### config.mk
export PLATFORM = sky130hd
export DESIGN_NAME = fractional_tick_time_of_day_clock_unit
export DESIGN_NICKNAME = d
export VERILOG_FILES = /design/src/ftod_pkg.sv /design/src/ftod_phase.sv /design/src/ftod_tod.sv /design/src/ftod_outq.sv /design/src/fractional_tick_time_of_day_clock_unit.sv
export SDC_FILE = /design/constraint.sdc
export NUM_CORES = 1
export LEC_CHECK = 0
export ABC_AREA = 1
export BUFFER_PORTS_ARGS = -buffer_cell sky130_fd_sc_hd__buf_2
export CORE_MARGIN = 3
export CORE_UTILIZATION = 35
export CTS_BUF_LIST = sky130_fd_sc_hd__clkbuf_16
export DETAILED_ROUTE_END_ITERATION = 10
export SLEW_MARGIN = 10
export SYNTH_ARGS = -nofsm -noshare
export SYNTH_HDL_FRONTEND = slang
export SYNTH_SLANG_ARGS = --single-unit
### constraint.sdc
create_clock -name clk -period 5 [get_ports clk]
set_input_delay 0.75 -clock clk [delete_from_list [all_inputs] [get_ports clk]]
set_output_delay 0.75 -clock clk [all_outputs]
set_load 0.01 [all_outputs]
### src/ftod_pkg.sv
package ftod_pkg;

  // Day counter width; the days field reports its low 16 bits
  localparam int DAY_BITS = 16;
  localparam int ACC_W    = 32;
  localparam int DAYS_W   = 16;
  localparam int SEC_W    = 6;
  localparam int MIN_W    = 6;
  localparam int HOUR_W   = 5;

  localparam logic [ACC_W-1:0]  TICK_STEP = 32'h0001_0000;
  localparam logic [SEC_W-1:0]  SEC_LAST  = 6'd59;
  localparam logic [MIN_W-1:0]  MIN_LAST  = 6'd59;
  localparam logic [HOUR_W-1:0] HOUR_LAST = 5'd23;

  typedef struct packed {
    logic              half_step;
    logic              half_bit;
    logic [SEC_W-1:0]  seconds;
    logic [MIN_W-1:0]  minutes;
    logic [HOUR_W-1:0] hours;
    logic [DAYS_W-1:0] days;
  } ftod_word_t;

  // Zero-extend, then keep the low bits of the day count
  function automatic logic [DAYS_W-1:0] day_to_out(input logic [DAY_BITS-1:0] d);
    logic [DAY_BITS+DAYS_W-1:0] ext;
    ext = {{DAYS_W{1'b0}}, d};
    return ext[DAYS_W-1:0];
  endfunction

endpackage

### src/ftod_phase.sv
module ftod_phase (
  input  logic                      clk,
  input  logic                      rst_n,
  input  logic                      cfg_wr_en,
  input  logic [ftod_pkg::ACC_W-1:0] cfg_wr_data,
  input  logic                      tick,
  output logic                      step
);

  logic [ftod_pkg::ACC_W-1:0] period_r;
  logic [ftod_pkg::ACC_W-1:0] acc_r;
  logic [ftod_pkg::ACC_W-1:0] acc_nxt;
  logic [ftod_pkg::ACC_W-1:0] acc_sum;
  logic                       over;

  // Add wraps modulo 2^32 before the compare
  assign acc_sum = acc_r + ftod_pkg::TICK_STEP;
  assign over    = acc_sum > period_r;
  assign step    = tick & over;

  always_comb begin
    acc_nxt = acc_r;
    if (tick) begin
      acc_nxt = over ? (acc_sum - period_r) : acc_sum;
    end
  end

  always_ff @(posedge clk) begin
    if (!rst_n) begin
      period_r <= '0;
      acc_r    <= '0;
    end else begin
      if (cfg_wr_en) begin
        period_r <= cfg_wr_data;
      end
      acc_r <= acc_nxt;
    end
  end

endmodule

### src/ftod_tod.sv
module ftod_tod (
  input  logic                 clk,
  input  logic                 rst_n,
  input  logic                 accept,
  input  logic                 step,
  output ftod_pkg::ftod_word_t word
);

  logic                               half_r, half_nxt;
  logic [ftod_pkg::SEC_W-1:0]         sec_r, sec_nxt;
  logic [ftod_pkg::MIN_W-1:0]         min_r, min_nxt;
  logic [ftod_pkg::HOUR_W-1:0]        hour_r, hour_nxt;
  logic [ftod_pkg::DAY_BITS-1:0]      day_r, day_nxt;
  logic                               c_sec, c_min, c_hour, c_day;

  // Carry chain: half wraps into seconds, seconds into minutes, and so on
  assign c_sec  = step & half_r;
  assign c_min  = c_sec & (sec_r == ftod_pkg::SEC_LAST);
  assign c_hour = c_min & (min_r == ftod_pkg::MIN_LAST);
  assign c_day  = c_hour & (hour_r == ftod_pkg::HOUR_LAST);

  always_comb begin
    half_nxt = half_r ^ step;
    sec_nxt  = sec_r;
    min_nxt  = min_r;
    hour_nxt = hour_r;
    day_nxt  = day_r;
    if (c_sec) begin
      sec_nxt = c_min ? '0 : sec_r + 1'b1;
    end
    if (c_min) begin
      min_nxt = c_hour ? '0 : min_r + 1'b1;
    end
    if (c_hour) begin
      hour_nxt = c_day ? '0 : hour_r + 1'b1;
    end
    if (c_day) begin
      day_nxt = day_r + 1'b1;
    end
  end

  assign word.half_step = step;
  assign word.half_bit  = half_nxt;
  assign word.seconds   = sec_nxt;
  assign word.minutes   = min_nxt;
  assign word.hours     = hour_nxt;
  assign word.days      = ftod_pkg::day_to_out(day_nxt);

  always_ff @(posedge clk) begin
    if (!rst_n) begin
      half_r <= 1'b0;
      sec_r  <= '0;
      min_r  <= '0;
      hour_r <= '0;
      day_r  <= '0;
    end else if (accept) begin
      half_r <= half_nxt;
      sec_r  <= sec_nxt;
      min_r  <= min_nxt;
      hour_r <= hour_nxt;
      day_r  <= day_nxt;
    end
  end

`ifndef SYNTH
  a_sec_range: assert property (@(posedge clk) disable iff (!rst_n)
    sec_r <= ftod_pkg::SEC_LAST)
    else $error("seconds out of range");
  a_min_range: assert property (@(posedge clk) disable iff (!rst_n)
    min_r <= ftod_pkg::MIN_LAST)
    else $error("minutes out of range");
  a_hour_roll: assert property (@(posedge clk) disable iff (!rst_n)
    (accept && c_day) |=> (hour_r == '0 && min_r == '0 && sec_r == '0 && !half_r))
    else $error("day roll did not clear the time of day");
`endif

endmodule

### src/ftod_outq.sv
module ftod_outq (
  input  logic                 clk,
  input  logic                 rst_n,
  input  logic                 push,
  input  ftod_pkg::ftod_word_t push_word,
  output logic                 full,
  output logic                 out_valid,
  input  logic                 out_stall,
  output ftod_pkg::ftod_word_t out_word
);

  ftod_pkg::ftod_word_t mem_r [2];
  logic                 wr_ptr_r, rd_ptr_r;
  logic [1:0]           count_r, count_nxt;
  logic                 pop;

  assign full      = (count_r == 2'd2);
  assign out_valid = (count_r != 2'd0);
  assign pop       = out_valid & ~out_stall;
  assign out_word  = mem_r[rd_ptr_r];

  always_comb begin
    count_nxt = count_r;
    if (push && !pop) begin
      count_nxt = count_r + 2'd1;
    end else if (pop && !push) begin
      count_nxt = count_r - 2'd1;
    end
  end

  always_ff @(posedge clk) begin
    if (push) begin
      mem_r[wr_ptr_r] <= push_word;
    end
  end

  always_ff @(posedge clk) begin
    if (!rst_n) begin
      wr_ptr_r <= 1'b0;
      rd_ptr_r <= 1'b0;
      count_r  <= 2'd0;
    end else begin
      if (push) begin
        wr_ptr_r <= ~wr_ptr_r;
      end
      if (pop) begin
        rd_ptr_r <= ~rd_ptr_r;
      end
      count_r <= count_nxt;
    end
  end

`ifndef SYNTH
  a_no_overfill: assert property (@(posedge clk) disable iff (!rst_n)
    count_r != 2'd3)
    else $error("output queue overfilled");
  a_ptr_gap: assert property (@(posedge clk) disable iff (!rst_n)
    (count_r == 2'd1) |-> (wr_ptr_r != rd_ptr_r))
    else $error("queue pointers disagree with fill count");
  a_push_grows: assert property (@(posedge clk) disable iff (!rst_n)
    (push && !pop) |=> (count_r == $past(count_r) + 2'd1))
    else $error("push lost");
`endif

endmodule

### src/fractional_tick_time_of_day_clock_unit.sv
// Phase-accumulator time-of-day clock. Each word with in_advance set is one
// timer overflow: 65536 is added to a 32-bit accumulator (wrapping), and when
// the sum is strictly above the threshold on cfg_wr_data, the threshold is
// subtracted and the half-second bit toggles, carrying into seconds, minutes,
// hours and a 16-bit day count. A word with in_advance clear only reports the
// time. Every input word gives exactly one result word holding the time after
// any step. One word is accepted per cycle unless the two-word output queue
// is full, which needs a stalled output; the step is worked out in the accept
// cycle and the result word is registered into the queue and shown from there.
// Write the threshold only while the block is idle.
module fractional_tick_time_of_day_clock_unit (
  input  logic                        clk,
  input  logic                        rst_n,
  // configuration
  input  logic                        cfg_wr_en,
  input  logic [ftod_pkg::ACC_W-1:0]  cfg_wr_data,
  // input words
  input  logic                        in_valid,
  output logic                        in_stall,
  input  logic                        in_advance,
  // result words
  output logic                        out_valid,
  input  logic                        out_stall,
  output logic                        out_half_step,
  output logic                        out_half_bit,
  output logic [ftod_pkg::SEC_W-1:0]  out_seconds,
  output logic [ftod_pkg::MIN_W-1:0]  out_minutes,
  output logic [ftod_pkg::HOUR_W-1:0] out_hours,
  output logic [ftod_pkg::DAYS_W-1:0] out_days
);

  logic                 full;
  logic                 accept;
  logic                 step;
  ftod_pkg::ftod_word_t res_word;
  ftod_pkg::ftod_word_t q_word;

  // Hold input off only while the queue is full
  assign in_stall = full;
  assign accept   = in_valid & ~full;

  // Phase accumulator: advance on accepted ticks only
  ftod_phase u_phase (
    .clk         (clk),
    .rst_n       (rst_n),
    .cfg_wr_en   (cfg_wr_en),
    .cfg_wr_data (cfg_wr_data),
    .tick        (accept & in_advance),
    .step        (step)
  );

  // Time-of-day counters
  ftod_tod u_tod (
    .clk    (clk),
    .rst_n  (rst_n),
    .accept (accept),
    .step   (step),
    .word   (res_word)
  );

  // Result queue decouples the output stall from input acceptance
  ftod_outq u_outq (
    .clk       (clk),
    .rst_n     (rst_n),
    .push      (accept),
    .push_word (res_word),
    .full      (full),
    .out_valid (out_valid),
    .out_stall (out_stall),
    .out_word  (q_word)
  );

  assign out_half_step = q_word.half_step;
  assign out_half_bit  = q_word.half_bit;
  assign out_seconds   = q_word.seconds;
  assign out_minutes   = q_word.minutes;
  assign out_hours     = q_word.hours;
  assign out_days      = q_word.days;

endmodule
==> impl_metrics.ini, run 1 <==
[outcome]
outcome = completed

[grt]
grt_antenna_before_repair = 0
wire_length_of_the_first_global_routing_pass_mm = 40.37
grt_max_degree = 64
grt_util_all_layers = 0.1599
grt_pass1_vias = 7974
overflow = 0

[synthesis]
ys_top_cells_by_area = sky130_fd_sc_hd__edfxtp_1, sky130_fd_sc_hd__dfxtp_1, sky130_fd_sc_hd__nand2_1
yosysSeqAreaShare = 0.4033
postSynthAreaPerCell_um2 = 7.509
synth_enable_flop_cells = 70
synthCells = 1375
synth_top_cell_area_share = 0.2036
synthFlopType = sky130_fd_sc_hd__dfxtp_1
syn_nets = 1453
cell_variety_after_synth = 49
synthesis.area_um2 = 10320
postSynthRegisterBits = 173
yosys_warning_count = 0
synth_async_sr_flop_share = 0
synth_top_cell_by_area = sky130_fd_sc_hd__edfxtp_1

[final_layout]
final.fill_count = 2982
post_route_cells_drive_above_1_share = 0.1514
multi_input_comb_area_um2 = 5044
mostFrequentLayoutCell = sky130_fd_sc_hd__nand2_1
finished_layout_cells = 1838
area_growth_pct = 13.57
most_frequent_cells_in_the_layout = sky130_fd_sc_hd__nand2_1, sky130_fd_sc_hd__inv_1, sky130_fd_sc_hd__a21oi_1
num-nets-final = 1518
ff_latch_area_um2 = 4164

[critical_path]
cp-startpoint = u_phase.acc_r[17]
crit_required_ps = 5330
worstReg2RegEnd = u_tod.day_r[12]
ff2ff_path_depth = 30
timing.critical_path.from_type = register
kind_of_end_point_of_the_critical_path = register
crit_fanout = 14
arrival_ps = 4830
crit_end = u_tod.day_r[12]
timing.critical_path.mode_cell = sky130_fd_sc_hd__nand2_1
worst-r2r-setup-slack_ps = 510
cp_slowest_stage_delay_ps = 360
worstSetupPathType = register to register
r2r_start = u_phase.acc_r[17]
cp_slowest_cell = sky130_fd_sc_hd__dfxtp_1

[clock_tree]
cts.sinks = 173
tritoncts_clock_tree = built
clkTransAtPathRegs_ps = 80
cts.hold.buffers_added = 0
clock_tree.htree_level_count = 4
buffer_type_at_the_clock_tree_root = sky130_fd_sc_hd__clkbuf_16
cts.path.max_buffers = 2
cts-buffers-inserted = 17
clk-insertion-delay-late_ps = 440

[sta]
timing.setup.tns_ps = 0
max_slew.worst_pin.slew_ps = 1143
final-hold-violation-count = 0
report.final.setup_viol = 0
slew_headroom = 0.2361
min_period_ps = 4493
fin_ws_ps = 506.9
slew_viol_final = 0
clock.fmax_ghz = 0.2226
min_period_over_period = 0.8986
rsz_0062_raised_after_global_routing = false
skew_ps = 21.12
fin_hold_ws_ps = 454.1

[power]
internal_power_w = 0.002852
power.static_leakage_nw = 5.573
seq_power_share = 0.401
clock_power_share = 0.309
vdd_ir_drop_max_mv = 0.2046
netSwitchingPower_w = 0.001611
power_density_nw_per_um2 = 380.6
netSwitchingFraction = 0.3609
combPwrFrac = 0.290

[placement]
dp_slack_ps = 322.8
hpwl_mm = 18.38
io_buffer_count = 74
place_congestion = 0.9302
dp.cells = 1802

[drt]
drt_iter0_drc = 606
drt_antenna_net_count = 0
routed_wl_mm = 25.18
detailroute.via_count = 8667
detail_route.wl_per_cell_um = 13.70
detail_route.drc_violations = 0
detail_route.first_pass.iterations = 6
vias_per_cell = 4.715

[floorplanning]
core_region_area_um2 = 28860
die_height_um = 177.8
starting_utilization_of_the_core_area = 0.3578
die_area_um2 = 31600
die-width_um = 177.8
placementRows = 62
io_pins = 75

[min_path]
min_path_type = register to register

[flow_run]
timing.max_cap.violations = 0
## cell usage after synthesis (2+ instances only)
| library cell | instances |
|---|---|
| sky130_fd_sc_hd__ha_1 | 39 |
| sky130_fd_sc_hd__nor3_1 | 12 |
| sky130_fd_sc_hd__inv_1 | 247 |
| sky130_fd_sc_hd__nor2_1 | 89 |
| sky130_fd_sc_hd__buf_6 | 5 |
| sky130_fd_sc_hd__o21ai_0 | 77 |
| sky130_fd_sc_hd__a21oi_1 | 113 |
| sky130_fd_sc_hd__nand2_4 | 2 |
| sky130_fd_sc_hd__a21oi_2 | 6 |
| sky130_fd_sc_hd__a21o_1 | 2 |
| sky130_fd_sc_hd__o21ai_1 | 33 |
| sky130_fd_sc_hd__o21bai_1 | 5 |
| sky130_fd_sc_hd__clkbuf_1 | 29 |
| sky130_fd_sc_hd__nand4_1 | 20 |
| sky130_fd_sc_hd__buf_2 | 2 |
| sky130_fd_sc_hd__nor2_2 | 4 |
| sky130_fd_sc_hd__a31oi_1 | 2 |
| sky130_fd_sc_hd__nand2_2 | 12 |
| sky130_fd_sc_hd__mux2_2 | 35 |
| sky130_fd_sc_hd__nor2_4 | 3 |
| sky130_fd_sc_hd__xnor2_1 | 16 |
| sky130_fd_sc_hd__xor2_1 | 18 |
| sky130_fd_sc_hd__nand2_1 | 327 |
| sky130_fd_sc_hd__nand3_2 | 10 |
| sky130_fd_sc_hd__dfxtp_1 | 103 |
| sky130_fd_sc_hd__nor4_1 | 3 |
| sky130_fd_sc_hd__inv_2 | 7 |
| sky130_fd_sc_hd__nand3_1 | 49 |
| sky130_fd_sc_hd__o21ai_2 | 12 |
| sky130_fd_sc_hd__nand3b_1 | 2 |
| sky130_fd_sc_hd__and2_1 | 4 |
| sky130_fd_sc_hd__edfxtp_1 | 70 |
## worst min path at each step
| stage | from | end | slack, ps | cells after the start |
|---|---|---|---|---|
| after detailed placement | u_outq.rd_ptr_r | register | 450 | 1 |
| final | u_outq.rd_ptr_r | u_outq.rd_ptr_r | 450 | 1 |
| after floorplan | u_outq.rd_ptr_r | register | 430 | 1 |
| after CTS | u_outq.rd_ptr_r | u_outq.rd_ptr_r | 460 | 1 |
| after global routing | u_outq.rd_ptr_r | u_outq.rd_ptr_r | 480 | 1 |
| after global placement | u_outq.rd_ptr_r | u_outq.rd_ptr_r | 440 | 1 |
## sequential cells by signal, indices dropped and copies added (netlist names), named ones only
name	count
u_outq.count_r	2
u_outq.mem_r	70
u_outq.rd_ptr_r	1
u_outq.wr_ptr_r	1
u_phase.acc_r	32
u_phase.period_r	32
u_tod.day_r	16
u_tod.half_r	1
u_tod.hour_r	5
u_tod.min_r	6
u_tod.sec_r	6
## per-stage QoR
step / utilization / total power (W) / area, um2
3_5_place_dp: 0.3830 / 0.003122 / 11050
3_3_place_gp: 0.3830 / 0.003102 / 11050
2_1_floorplan: - / 0.002736 / 10320
5_1_grt: 0.4063 / 0.004745 / 11720
6_report: 0.4063 / 0.004463 / 11730
4_1_cts: 0.4048 / 0.004512 / 11680
## layout make-up
class                      instances  share of cell area
tap                              384             0.04097
antenna                            1           0.0002134
multi-input combinational        910              0.4301
inverter                         256             0.08216
clock inverter                    15             0.01739
clock buffer                      17             0.03628
timing repair buffer              82             0.03777
sequential                       173              0.3551
## routing by layer
metal	vias up	routed length (um)	global-route usage	part of all wire
li1	4565	-	-	-
met1	3938	12090	0.2160	0.48
met2	147	11910	0.2724	0.47
met3	17	1008	0.02375	0.040
met4	0	175	0.03207	0.0069
met5	-	0	0	0
## power by group through the flow
stage	clock network (W)	logic (W)	registers, W
5_1_grt	0.00148	0.00145	0.00181
6_report	0.00138	0.00129	0.00179
3_5_place_dp	0	0.00130	0.00182
4_1_cts	0.00141	0.00131	0.00179
3_3_place_gp	0	0.00128	0.00182
2_1_floorplan	0	0.000936	0.00180
## repair_timing
action,in CTS,in global routing
buffers inserted,0,2
resized for setup,0,1
endpoints found under the setup margin,0,25
## critical path, delay by kind of cell (launching register included)
family | cells | cell delay (ps)
AND/OR/NAND/NOR | 20 | 2590
adder cells (fa/ha/maj) | 3 | 820
buffers and inverters | 6 | 470
flip-flops | 1 | 360
AO/OA/AOI/OAI | 1 | 120
## cell families (layout without fill, tap and decap cells)
kind of cell,after synthesis,count (layout),share of synthesized area
muxes,35,35,0.03817
DFF,173,173,0.4033
xor gates and xnor gates,34,34,0.02884
AOI/OAI and AO/OA,255,255,0.1337
other,0,1,0
buffers and inverters,293,370,0.1117
adders and majority gates,40,40,0.04920
and+or+nand+nor,545,546,0.2351
Note: power is estimated with default switching activity, not from simulation.
==> inputs of run 2 (changes only) <==
--- a/config.mk
+++ b/config.mk
@@ -5,7 +5,6 @@
 export SDC_FILE = /design/constraint.sdc
 export NUM_CORES = 1
 export LEC_CHECK = 0
-export ABC_AREA = 1
 export BUFFER_PORTS_ARGS = -buffer_cell sky130_fd_sc_hd__buf_2
 export CORE_MARGIN = 3
 export CORE_UTILIZATION = 35
==> run 2 against run 1 <==
Against the previous run: first-iteration DRC count down 23%; flip-flop and latch count stayed put; design area decreased by 7.9%; via count down 16%; synthesized cell count shrank 28%; largest cell class unchanged.
==> impl_metrics.ini, run 2 <==
[drt]
routed_wl_mm = 21.62
drt_iter0_drc = 466
detailroute.via_count = 7297
drt_antenna_net_count = 0
detail_route.wl_per_cell_um = 15.35
detail_route.drc_violations = 0
detail_route.first_pass.iterations = 5
vias_per_cell = 5.183

[critical_path]
crit_path_cell_trace = ha_4 > and3_4 > and3_1 > nand2_2 > nor2_4 > buf_4 > nand3_1 > xnor2_1 > ha_1 > and3_4 > nand2_2 > o21ai_4 > a31oi_4 > nor3_4 > ha_2 > nand3b_1 > nor4b_4 > nand4_1 > nor2_2 > nand2_2 > or3_1 > a21oi_2
crit_fanout = 6
ff2ff_path_depth = 22
arrival_ps = 5000
worstSetupPathType = register to register
worst_path_dominant_cell_family = simple AND/OR/NAND/NOR gates
cp_slowest_cell = sky130_fd_sc_hd__nor4b_4
timing.critical_path.mode_cell = sky130_fd_sc_hd__nand2_2
cp_num_cells = 22
kind_of_end_point_of_the_critical_path = register
cp-startpoint = u_phase.acc_r[16]
crit_required_ps = 5350
timing.critical_path.from_type = register
path_buf_inv = 1
r2r_start = u_phase.acc_r[16]
worst-r2r-setup-slack_ps = 360
worstReg2RegEnd = u_tod.day_r[10]
cp_slowest_stage_delay_ps = 420

[synthesis]
syn_nets = 1063
synth_top_cell_area_share = 0.2263
yosys_warning_count = 0
synth_async_sr_flop_share = 0
synth_enable_flop_cells = 70
synth_top_cell_by_area = sky130_fd_sc_hd__edfxtp_1
postSynthRegisterBits = 173
ys_top_cells_by_area = sky130_fd_sc_hd__edfxtp_1, sky130_fd_sc_hd__dfxtp_1, sky130_fd_sc_hd__ha_1
post_synth_most_frequent_cells = sky130_fd_sc_hd__nand2_1, sky130_fd_sc_hd__dfxtp_1, sky130_fd_sc_hd__nor2_1, sky130_fd_sc_hd__a21oi_1, sky130_fd_sc_hd__edfxtp_1
postSynthAreaPerCell_um2 = 9.432
synthFlopType = sky130_fd_sc_hd__dfxtp_1
synthCells = 985
synthesis.area_um2 = 9290
cell_variety_after_synth = 67
yosys.cell_count.top_type = sky130_fd_sc_hd__nand2_1
yosysSeqAreaShare = 0.4482

[floorplanning]
starting_utilization_of_the_core_area = 0.3565
die_height_um = 168.9
die-width_um = 168.9
placementRows = 59
io_pins = 75
die_area_um2 = 28530
core_region_area_um2 = 26060

[min_path]
min_path_type = register to register
hold-path-endpoint = u_phase.acc_r[4]
hold_crit_depth = 2
min-delay-start = u_phase.acc_r[4]

[final_layout]
ff_latch_area_um2 = 4167
largest_registers = u_outq.mem_r x70, u_phase.acc_r x32, u_phase.period_r x32
most_frequent_cells_in_the_layout = sky130_fd_sc_hd__nand2_1, sky130_fd_sc_hd__dfxtp_1, sky130_fd_sc_hd__nor2_1
mostFrequentLayoutCell = sky130_fd_sc_hd__nand2_1
final_util = 0.4143
multi_input_comb_area_um2 = 4892
largest_register = u_outq.mem_r
flip_flop_count_of_the_largest_register_all_copies_and_words_added = 70
area_growth_pct = 16.22
num-nets-final = 1138
post_route_cells_drive_above_1_share = 0.1948
final.fill_count = 2555
antenna_cells_inserted = 0

[sta]
skew_ps = 13.96
timing.setup.tns_ps = 0
min_period_over_period = 0.9289
report.final.setup_viol = 0
min_period_ps = 4645
rsz_0062_raised_after_global_routing = false
max_slew.worst_pin.slew_ps = 1097
slew_headroom = 0.2672
fin_hold_ws_ps = 480.5
final-hold-violation-count = 0
slew_viol_final = 0
clock.fmax_ghz = 0.2153

[outcome]
outcome = completed

[placement]
place_congestion = 0.9238
hpwl_mm = 14.98
io_buffer_count = 74

[clock_tree]
tritoncts_clock_tree = built
cts-buffers-inserted = 17
cts.path.max_buffers = 2
buffer_type_at_the_clock_tree_root = sky130_fd_sc_hd__clkbuf_16
clkTransAtPathRegs_ps = 80
cts.sinks = 173
clk-insertion-delay-late_ps = 430
clock_tree.htree_level_count = 4

[power]
power.static_leakage_nw = 4.258
vdd_ir_drop_max_mv = 0.3297
power_density_nw_per_um2 = 513.1

[grt]
grt_antenna_before_repair = 1
grt_pass1_vias = 7160
overflow = 0
grt_util_all_layers = 0.1516
grt_max_degree = 53
wire_length_of_the_first_global_routing_pass_mm = 35.71

[flow_run]
timing.max_cap.violations = 0
## run 2: report_power, final
part	total (W)	internal (W)	switching (W)	leakage [nW]
clock network	0.00130	0.000666	0.000636	0.281
registers	0.00181	0.00168	0.000129	1.52
logic	0.00243	0.000995	0.00143	2.46
## run 2: how the worst max path moves through the flow
stage | to | slack, ps
2_1_floorplan | u_outq.mem_r[0][15] | 6
3_3_place_gp | u_outq.mem_r[1][11] | 220
3_5_place_dp | u_outq.mem_r[1][9] | 110
4_1_cts | u_outq.mem_r[0][11] | 80
5_1_grt | u_tod.min_r[0] | 20
6_report | u_tod.day_r[10] | 360
## run 2: metal layers
metal / part of all wire / track usage / vias to the layer above / routed length, um
met5: 0.00060 / 0 / - / 13
li1: - / - / 3672 / -
met1: 0.47 / 0.2025 / 3441 / 10160
met3: 0.041 / 0.02686 / 22 / 891
met2: 0.48 / 0.2545 / 160 / 10290
met4: 0.012 / 0.03984 / 2 / 261
## run 2: layout make-up
class                   instances  share of cell area
inverters                      49             0.01704
well taps                     335             0.03882
repair buffers                 99             0.05169
flip-flops and latches        173              0.3859
multi-input cells             720              0.4531
clock inverters                15             0.01402
clock buffers                  17             0.03940
## run 2: kinds of logic after synthesis
kind of cell             count (synthesis)  synth area share
AO/OA/AOI/OAI                          202            0.1359
adder cells (fa/ha/maj)                 40           0.05468
multiplexers                            74           0.08471
XOR/XNOR                                70           0.06599
flip-flops                             173            0.4482
AND/OR/NAND/NOR                        334            0.1689
buffers and inverters                   92           0.04161
## run 2: timing repair
item | CTS | global route
setup endpoints to repair | 0 | 52
buffers inserted | 0 | 7
hold buffers | 0 | 0
gates resized for setup | 0 | 24
## run 2: through the flow
step	instance area [um2]	power, W	std cells	setup slack [ps]
final	10800	0.005540	1408	355.5
after global routing	10800	0.005903	1408	17.89
after CTS	10630	0.005510	1401	80.62
after detailed placement	10050	0.004192	1369	109.3
after global placement	10050	0.004180	1369	223.7
after floorplan	9334	0.003587	985	5.544
## run 2: worst register-to-register path, cell delays in order (launching register included)
cell	delay, ps
sky130_fd_sc_hd__dfxtp_2	380
sky130_fd_sc_hd__ha_4	160
sky130_fd_sc_hd__and3_4	190
sky130_fd_sc_hd__and3_1	190
sky130_fd_sc_hd__nand2_2	90
sky130_fd_sc_hd__nor2_4	200
sky130_fd_sc_hd__buf_4	140
sky130_fd_sc_hd__nand3_1	90
sky130_fd_sc_hd__xnor2_1	160
sky130_fd_sc_hd__ha_1	370
sky130_fd_sc_hd__and3_4	210
sky130_fd_sc_hd__nand2_2	90
sky130_fd_sc_hd__o21ai_4	210
sky130_fd_sc_hd__a31oi_4	60
sky130_fd_sc_hd__nor3_4	220
sky130_fd_sc_hd__ha_2	210
sky130_fd_sc_hd__nand3b_1	150
sky130_fd_sc_hd__nor4b_4	420
sky130_fd_sc_hd__nand4_1	240
sky130_fd_sc_hd__nor2_2	200
sky130_fd_sc_hd__nand2_2	110
sky130_fd_sc_hd__or3_1	340
sky130_fd_sc_hd__a21oi_2	130
